`config.mk`:
```
export PLATFORM = sky130hd
export DESIGN_NAME = miller_rabin_witness_test_core
export DESIGN_NICKNAME = d
export VERILOG_FILES = /design/src/hdl/mrw_pkg.sv /design/src/hdl/mrw_mulmod.sv /design/src/hdl/miller_rabin_witness_test_core.sv
export SDC_FILE = /design/constraint.sdc
export NUM_CORES = 2
export LEC_CHECK = 0
export BUFFER_PORTS_ARGS = -buffer_cell sky130_fd_sc_hd__buf_2
export CORE_MARGIN = 5
export CORE_UTILIZATION = 31
export CTS_CLUSTER_SIZE = 16
export DETAILED_ROUTE_END_ITERATION = 10
export PLACE_DENSITY_LB_ADDON = 0.08
export SETUP_SLACK_MARGIN = 0.15
export SLEW_MARGIN = 20
export SYNTH_ARGS = -nofsm -noshare
export SYNTH_HDL_FRONTEND = slang
export SYNTH_SLANG_ARGS = --single-unit
```
`constraint.sdc`:
```
create_clock -name aclk -period 9.6 [get_ports aclk]
set_input_delay 1.92 -clock aclk [delete_from_list [all_inputs] [get_ports aclk]]
set_output_delay 1.92 -clock aclk [all_outputs]
set_load 0.05 [all_outputs]
```
`src/hdl/mrw_pkg.sv`:
```
// Shared constants for the Miller-Rabin witness test core.
// No dependencies.
`timescale 1ns / 1ps
package mrw_pkg;
    localparam int FIELD_W      = 63;   // width of modulus_n and witness_base
    localparam int S_TDATA_W    = 128;  // two fields packed, padded to bytes
    localparam int M_TDATA_W    = 8;    // is_composite, padded to a byte
    localparam int NUM_BITS_DEF = 63;
endpackage

```
`src/hdl/mrw_mulmod.sv`:
```
// Bit-serial modular multiplier: (a * b) mod n, one bit of b per cycle.
// Depends on nothing; operand width follows NUM_BITS.
`timescale 1ns / 1ps
module mrw_mulmod #(
    parameter int NUM_BITS = 63
) (
    input  logic                aclk,
    input  logic                aresetn,
    input  logic                start,
    input  logic [NUM_BITS-1:0] op_a,
    input  logic [NUM_BITS-1:0] op_b,
    input  logic [NUM_BITS-1:0] modulus,
    output logic                done,
    output logic [NUM_BITS-1:0] result
);
    localparam int CNT_W = $clog2(NUM_BITS + 1);

    logic                busy_reg, busy_next;
    logic                done_reg, done_next;
    logic [CNT_W-1:0]    cnt_reg, cnt_next;
    logic [NUM_BITS-1:0] acc_reg, acc_next;
    logic [NUM_BITS-1:0] a_reg, a_next;
    logic [NUM_BITS-1:0] b_reg, b_next;
    logic [NUM_BITS-1:0] n_reg, n_next;
    logic [NUM_BITS:0]   dbl, red1, sum, red2, n_ext;

    always_comb begin
        n_ext = {1'b0, n_reg};
        dbl   = {acc_reg, 1'b0};
        red1  = (dbl >= n_ext) ? dbl - n_ext : dbl;
        sum   = red1 + {1'b0, a_reg};
        red2  = (sum >= n_ext) ? sum - n_ext : sum;

        busy_next = busy_reg;
        done_next = 1'b0;
        cnt_next  = cnt_reg;
        acc_next  = acc_reg;
        a_next    = a_reg;
        b_next    = b_reg;
        n_next    = n_reg;
        if (start) begin
            busy_next = 1'b1;
            cnt_next  = CNT_W'(NUM_BITS);
            acc_next  = '0;
            a_next    = op_a;
            b_next    = op_b;
            n_next    = modulus;
        end else if (busy_reg) begin
            acc_next = b_reg[NUM_BITS-1] ? red2[NUM_BITS-1:0] : red1[NUM_BITS-1:0];
            b_next   = {b_reg[NUM_BITS-2:0], 1'b0};
            cnt_next = cnt_reg - 1'b1;
            if (cnt_reg == CNT_W'(1)) begin
                busy_next = 1'b0;
                done_next = 1'b1;
            end
        end
    end

    always_ff @(posedge aclk) begin
        if (!aresetn) begin
            busy_reg <= 1'b0;
            done_reg <= 1'b0;
            cnt_reg  <= '0;
        end else begin
            busy_reg <= busy_next;
            done_reg <= done_next;
            cnt_reg  <= cnt_next;
        end
        acc_reg <= acc_next;
        a_reg   <= a_next;
        b_reg   <= b_next;
        n_reg   <= n_next;
    end

    assign done   = done_reg;
    assign result = acc_reg;
endmodule

```
`src/hdl/miller_rabin_witness_test_core.sv`:
```
// Miller-Rabin witness test top level: sequencer around one shared mulmod unit.
// Depends on mrw_pkg and mrw_mulmod.
`timescale 1ns / 1ps
// One item (modulus n, witness base) gives one item (is_composite). n = 2 is
// prime, n = 1 and even n are composite; both are decided in the idle state.
// Odd n first strips the tz trailing zeros of n-1, then reduces the base mod n,
// raises it to (n-1) >> tz by square and multiply, and squares the result up to
// tz times, stopping early on a nontrivial square root of 1.
// Every modular product runs through the single bit-serial multiplier, one
// bit per cycle, and one item is worked on at a time. s_tready is high only
// between items.
module miller_rabin_witness_test_core #(
    parameter int NUM_BITS = mrw_pkg::NUM_BITS_DEF
) (
    input  logic                           aclk,
    input  logic                           aresetn,
    input  logic                           s_tvalid,
    output logic                           s_tready,
    // [62:0] modulus_n, [125:63] witness_base, [127:126] zero
    input  logic [mrw_pkg::S_TDATA_W-1:0]  s_tdata,
    output logic                           m_tvalid,
    input  logic                           m_tready,
    // [0] is_composite, [7:1] zero
    output logic [mrw_pkg::M_TDATA_W-1:0]  m_tdata
);
    import mrw_pkg::*;

    localparam int J_W = $clog2(NUM_BITS + 1);

    typedef enum logic [3:0] {
        ST_IDLE, ST_SHIFT, ST_REDUCE, ST_POW, ST_MUL_R, ST_MUL_B,
        ST_SQR_CHK, ST_SQR, ST_DONE
    } state_t;

    state_t              state_reg, state_next;
    logic [NUM_BITS-1:0] n_reg, n_next;
    logic [NUM_BITS-1:0] base_reg, base_next;
    logic [NUM_BITS-1:0] e_reg, e_next;
    logic [NUM_BITS-1:0] r_reg, r_next;
    logic [NUM_BITS-1:0] x_reg, x_next;
    logic [J_W-1:0]      j_reg, j_next;
    logic                res_reg, res_next;
    logic                mv_reg, mv_next;
    logic                md_reg, md_next;
    logic                start_reg, start_next;
    logic [NUM_BITS-1:0] op_a_reg, op_a_next;
    logic [NUM_BITS-1:0] op_b_reg, op_b_next;

    logic                mm_done;
    logic [NUM_BITS-1:0] mm_res;
    logic [NUM_BITS-1:0] in_n, in_base, one, n_m1;

    mrw_mulmod #(.NUM_BITS(NUM_BITS)) u_mulmod (
        .aclk    (aclk),
        .aresetn (aresetn),
        .start   (start_reg),
        .op_a    (op_a_reg),
        .op_b    (op_b_reg),
        .modulus (n_reg),
        .done    (mm_done),
        .result  (mm_res)
    );

    assign in_n    = s_tdata[NUM_BITS-1:0];
    assign in_base = s_tdata[FIELD_W+NUM_BITS-1:FIELD_W];
    assign one     = NUM_BITS'(1);
    assign n_m1    = n_reg - one;
    assign s_tready = (state_reg == ST_IDLE);

    always_comb begin
        state_next = state_reg;
        n_next     = n_reg;
        base_next  = base_reg;
        e_next     = e_reg;
        r_next     = r_reg;
        x_next     = x_reg;
        j_next     = j_reg;
        res_next   = res_reg;
        start_next = 1'b0;
        op_a_next  = op_a_reg;
        op_b_next  = op_b_reg;
        mv_next    = mv_reg && !m_tready;
        md_next    = md_reg;

        case (state_reg)
            ST_IDLE: begin
                if (s_tvalid) begin
                    n_next    = in_n;
                    base_next = in_base;
                    if (in_n == NUM_BITS'(2)) begin
                        res_next   = 1'b0;
                        state_next = ST_DONE;
                    end else if (in_n == one || !in_n[0]) begin
                        res_next   = 1'b1;
                        state_next = ST_DONE;
                    end else begin
                        e_next     = in_n - one;
                        j_next     = '0;
                        state_next = ST_SHIFT;
                    end
                end
            end
            ST_SHIFT: begin
                if (!e_reg[0]) begin
                    e_next = e_reg >> 1;
                    j_next = j_reg + 1'b1;
                end else begin
                    // base mod n as 1 * base mod n
                    start_next = 1'b1;
                    op_a_next  = one;
                    op_b_next  = base_reg;
                    state_next = ST_REDUCE;
                end
            end
            ST_REDUCE: begin
                if (mm_done) begin
                    base_next  = mm_res;
                    r_next     = one;
                    state_next = ST_POW;
                end
            end
            ST_POW: begin
                if (e_reg == '0) begin
                    x_next     = r_reg;
                    state_next = ST_SQR_CHK;
                end else if (e_reg[0]) begin
                    start_next = 1'b1;
                    op_a_next  = r_reg;
                    op_b_next  = base_reg;
                    state_next = ST_MUL_R;
                end else begin
                    start_next = 1'b1;
                    op_a_next  = base_reg;
                    op_b_next  = base_reg;
                    state_next = ST_MUL_B;
                end
            end
            ST_MUL_R: begin
                if (mm_done) begin
                    r_next     = mm_res;
                    start_next = 1'b1;
                    op_a_next  = base_reg;
                    op_b_next  = base_reg;
                    state_next = ST_MUL_B;
                end
            end
            ST_MUL_B: begin
                if (mm_done) begin
                    base_next  = mm_res;
                    e_next     = e_reg >> 1;
                    state_next = ST_POW;
                end
            end
            ST_SQR_CHK: begin
                // j >= 1 for odd n, so x here is the last square when j hits 0
                if (j_reg == '0) begin
                    res_next   = (x_reg != one);
                    state_next = ST_DONE;
                end else begin
                    start_next = 1'b1;
                    op_a_next  = x_reg;
                    op_b_next  = x_reg;
                    state_next = ST_SQR;
                end
            end
            ST_SQR: begin
                if (mm_done) begin
                    if (mm_res == one && x_reg != one && x_reg != n_m1) begin
                        // nontrivial square root of 1
                        res_next   = 1'b1;
                        state_next = ST_DONE;
                    end else begin
                        x_next     = mm_res;
                        j_next     = j_reg - 1'b1;
                        state_next = ST_SQR_CHK;
                    end
                end
            end
            ST_DONE: begin
                if (!mv_reg || m_tready) begin
                    mv_next    = 1'b1;
                    md_next    = res_reg;
                    state_next = ST_IDLE;
                end
            end
            default: state_next = ST_IDLE;
        endcase
    end

    always_ff @(posedge aclk) begin
        if (!aresetn) begin
            state_reg <= ST_IDLE;
            mv_reg    <= 1'b0;
            start_reg <= 1'b0;
        end else begin
            state_reg <= state_next;
            mv_reg    <= mv_next;
            start_reg <= start_next;
        end
        n_reg    <= n_next;
        base_reg <= base_next;
        e_reg    <= e_next;
        r_reg    <= r_next;
        x_reg    <= x_next;
        j_reg    <= j_next;
        res_reg  <= res_next;
        md_reg   <= md_next;
        op_a_reg <= op_a_next;
        op_b_reg <= op_b_next;
    end

    assign m_tvalid = mv_reg;
    assign m_tdata  = {{(M_TDATA_W-1){1'b0}}, md_reg};
endmodule
```
==> Flow_metrics.wiki <==
{| class="wikitable"
! Metric !! Value
|-
| Clock slew seen by the registers of the worst setup and hold paths || roughly 0.06 ns
|-
| TritonCTS Sinks || 715
|-
| Place WS || 0.0954 ns
|-
| Worst path arrival time || between 9 and 10 ns
|-
| Number of clock buffers inserted by TritonCTS || 78
|-
| Pin slew with the least headroom to its limit || roughly 1.1 ns
|-
| Fin crit share || between 90% and 100%
|-
| Netlist area before placement || 44300 um2
|-
| Leakage || ~20 nW
|-
| Maximum cell stage delay along the critical path || ~0.41 ns
|-
| Peak supply drop || 0.000227 V
|-
| CTS tree || built
|-
| Termination of the worst setup path || u_mulmod.result[34]
|-
| Setup Crit Path Kind || register to register
|-
| HPWL Detailed || around 130000 um
|-
| Cell depth of the worst flop-to-flop path || 34
|-
| Antenna-violating nets left || 0
|-
| Slowest cell on the critical path || sky130_fd_sc_hd__ha_1
|-
| Area Overhead vs Synth || 16.4%
|-
| Register-to-register path setup slack || between 0.4 and 0.5 ns
|-
| Max-slew headroom || a little under a quarter
|-
| First drt pass iteration count || 9
|-
| Number of synthesized register bits || between 700 and 800
|-
| Clock skew || around 0.036 ns
|-
| Share of flip-flops with an asynchronous set or reset || 0%
|-
| Clock tree root driver cell || sky130_fd_sc_hd__clkbuf_16
|-
| Critical R2R Capture || u_mulmod.result[34]
|-
| Kind of end point of the critical path || register
|-
| Final Hold Fails || 0
|-
| Number of global-route vias before repair || ~35000
|-
| Finish-stage setup viols || 0
|-
| Maximum number of pins on one net before global-route repair || roughly 150
|-
| Crit path from || u_mulmod.n_reg[62]
|-
| Final period demand of the worst path || roughly 9.1 ns
|-
| Setup crit start kind || register
|-
| Die Y-Extent || roughly 390 um
|-
| Critical path required time || about 10 ns
|-
| Status || finished, final reports clean
|-
| Most frequent cells in the layout || sky130_fd_sc_hd__nand2_1, sky130_fd_sc_hd__edfxtp_1, sky130_fd_sc_hd__o21ai_0, sky130_fd_sc_hd__buf_4, sky130_fd_sc_hd__a21oi_1
|-
| Wirelength per Cell || roughly 26 um
|-
| Synth warn || 0
|-
| Count of routing violations after the opening detailed-route iteration || 3324
|-
| Mean cell area of the mapped netlist || a little under 10 um2
|-
| Number of enable flip-flop cells after synthesis || about 640
|-
| Max-cap check violation count || 0
|-
| Total power density per cell area || roughly 400 nW/um2
|-
| Die X || ~390 um
|-
| Area inside the core boundary || 142000 um2
|-
| Antenna violations before repair || 5
|-
| RSZ-0062 raised after global routing || false
|-
| I/O Pins || 142
|-
| Global-route wire length before repair || approximately 250000 um
|-
| Final-layout setup total negative slack || 0 ns
|-
| Worst-case setup margin in the final layout || ~0.5 ns
|-
| Sum of overflow across all layers after global routing || 0
|-
| Count of vias placed by the detailed router || roughly 36000
|-
| Number of library cell types mapped by synthesis || 86
|-
| Final Core Density || 36.3%
|-
| Residual DRC count || 0
|-
| Port buffer count || between 100 and 150
|-
| Most common library cell in the layout ignoring fill and taps || sky130_fd_sc_hd__nand2_1
|-
| Post-synthesis instance total || around 4500
|-
| H-tree depth || 3
|-
| Sequential element share of the synthesized area || 46.8%
|-
| Total routed wirelength || 175000 um
|-
| Dominant synthesized flop cell || sky130_fd_sc_hd__edfxtp_1
|-
| Maximum count of clock buffers along a single path || 3
|-
| Count of nets after finishing || 5123
|-
| Global placer's final weighted congestion || approximately 0.9
|-
| Most prevalent standard cell on the critical path || sky130_fd_sc_hd__buf_4
|-
| Starting density of the core || approximately 31%
|-
| Number of standard-cell rows in the floorplan || around 140
|-
| Number of pins exceeding their max-slew limit in the final report || 0
|-
| Total global routing track utilization || about 22%
|-
| Proportion of layout cells with a drive suffix above 1 || between 10% and 20%
|-
| Worst R2R Start || u_mulmod.n_reg[62]
|-
| Worst hold-check path type || register to register
|-
| Highest clock rate || roughly 110 MHz
|-
| Skew-Pair Late Insertion Delay || roughly 0.66 ns
|-
| Crit Path Max Fanout || 24
|-
| Post-DR vias/cell || 5.38
|-
| Die footprint || ~150000 um2
|}
[final cells by class]
class                           instances  area [um2]
Tap cell                             1890        2360
Clock buffer                          104        2160
Fill cell                           14400       90200
Clock inverter                         38         438
Sequential cell                       715       20700
Multi-Input combinational cell       3397       22300
Antenna cell                            4        10.0
Inverter                              194         732
Timing Repair Buffer                  402        2760
[layer usage]
metal / wire length [um] / GRT usage [%] / vias to the layer above
met4: 4360 / 5.73 / 0
met5: 0 / 0 / -
met1: 86300 / 34.2 / 17900
met2: 75000 / 33.6 / 1088
met3: 8910 / 1.81 / 150
li1: - / - / 17200
[cells in the mapped netlist (36+ instances only)]
cell,instances,area (um2)
sky130_fd_sc_hd__nand2_1,763,2860
sky130_fd_sc_hd__edfxtp_1,638,19200
sky130_fd_sc_hd__o21ai_0,278,1390
sky130_fd_sc_hd__a21oi_1,251,1260
sky130_fd_sc_hd__nor2_1,221,830
sky130_fd_sc_hd__ha_1,199,2490
sky130_fd_sc_hd__inv_1,194,728
sky130_fd_sc_hd__xnor2_1,189,1660
sky130_fd_sc_hd__clkbuf_1,163,612
sky130_fd_sc_hd__mux2_2,144,1620
sky130_fd_sc_hd__xor2_1,135,1180
sky130_fd_sc_hd__nor3_1,118,591
sky130_fd_sc_hd__a21o_1,94,706
sky130_fd_sc_hd__and2_1,88,551
sky130_fd_sc_hd__nor4_1,86,538
sky130_fd_sc_hd__dfxtp_1,77,1540
sky130_fd_sc_hd__nand4_1,74,463
sky130_fd_sc_hd__nand3_1,64,320
sky130_fd_sc_hd__a222oi_1,62,621
sky130_fd_sc_hd__mux2i_1,51,510
sky130_fd_sc_hd__o211ai_1,46,345
sky130_fd_sc_hd__o21bai_1,37,278
sky130_fd_sc_hd__nor2b_1,36,225
[metrics by stage]
stage	power, mW	instances	area, um2	hold slack (ns)
final	20.4	6744	51500	0.411
after global routing	21.8	6740	51500	0.423
after CTS	20.2	6734	51300	0.413
after detailed placement	16.9	6592	48700	0.405
after global placement	17.0	6592	48700	0.401
after floorplan	12.3	4515	44300	0.400
[timing repair]
action,4_1_cts,5_1_grt
endpoints found under the setup margin,32,63
setup buffers,0,6
gates resized for setup,2,50
pin swaps,0,3
hold buffers,0,0
[cells by family after synthesis]
kind of cell,count (synthesis),share of synthesized area [%]
AND/OR/NAND/NOR,1629,17.3
AO/OA/AOI/OAI,1039,15.4
flip-flops,715,46.8
buffers and inverters,403,3.54
XOR/XNOR,324,6.41
adder cells (fa/ha/maj),203,5.80
multiplexers,195,4.82
other,1,0.00847
[critical path, delay by kind of cell (launching register included)]
| family | cells | cell delay [ns] |
|---|---|---|
| buffers and inverters | 7 | 1.39 |
| and+or+nand+nor | 10 | 2.58 |
| AOI/OAI and AO/OA | 12 | 2.89 |
| adders and majority gates | 3 | 1.14 |
| xor gates and xnor gates | 1 | 0.26 |
| DFF | 1 | 0.36 |
| muxes | 1 | 0.34 |
[power by group]
| group | switching (mW) | internal (mW) | total [mW] |
|---|---|---|---|
| registers | 0.475 | 4.25 | 4.73 |
| logic | 7.50 | 5.02 | 12.5 |
| clock network | 1.31 | 1.83 | 3.14 |
[worst min-delay path by stage]
stage,to,from,depth (start not counted)
after floorplan,md_reg,res_reg,0
after global placement,u_mulmod.a_reg[44],op_a_reg[44],0
after detailed placement,u_mulmod.a_reg[13],op_a_reg[13],0
after CTS,u_mulmod.a_reg[35],op_a_reg[35],0
after global routing,u_mulmod.a_reg[49],op_a_reg[49],0
final,u_mulmod.a_reg[41],op_a_reg[41],0
(Power assumes the default switching activity.)
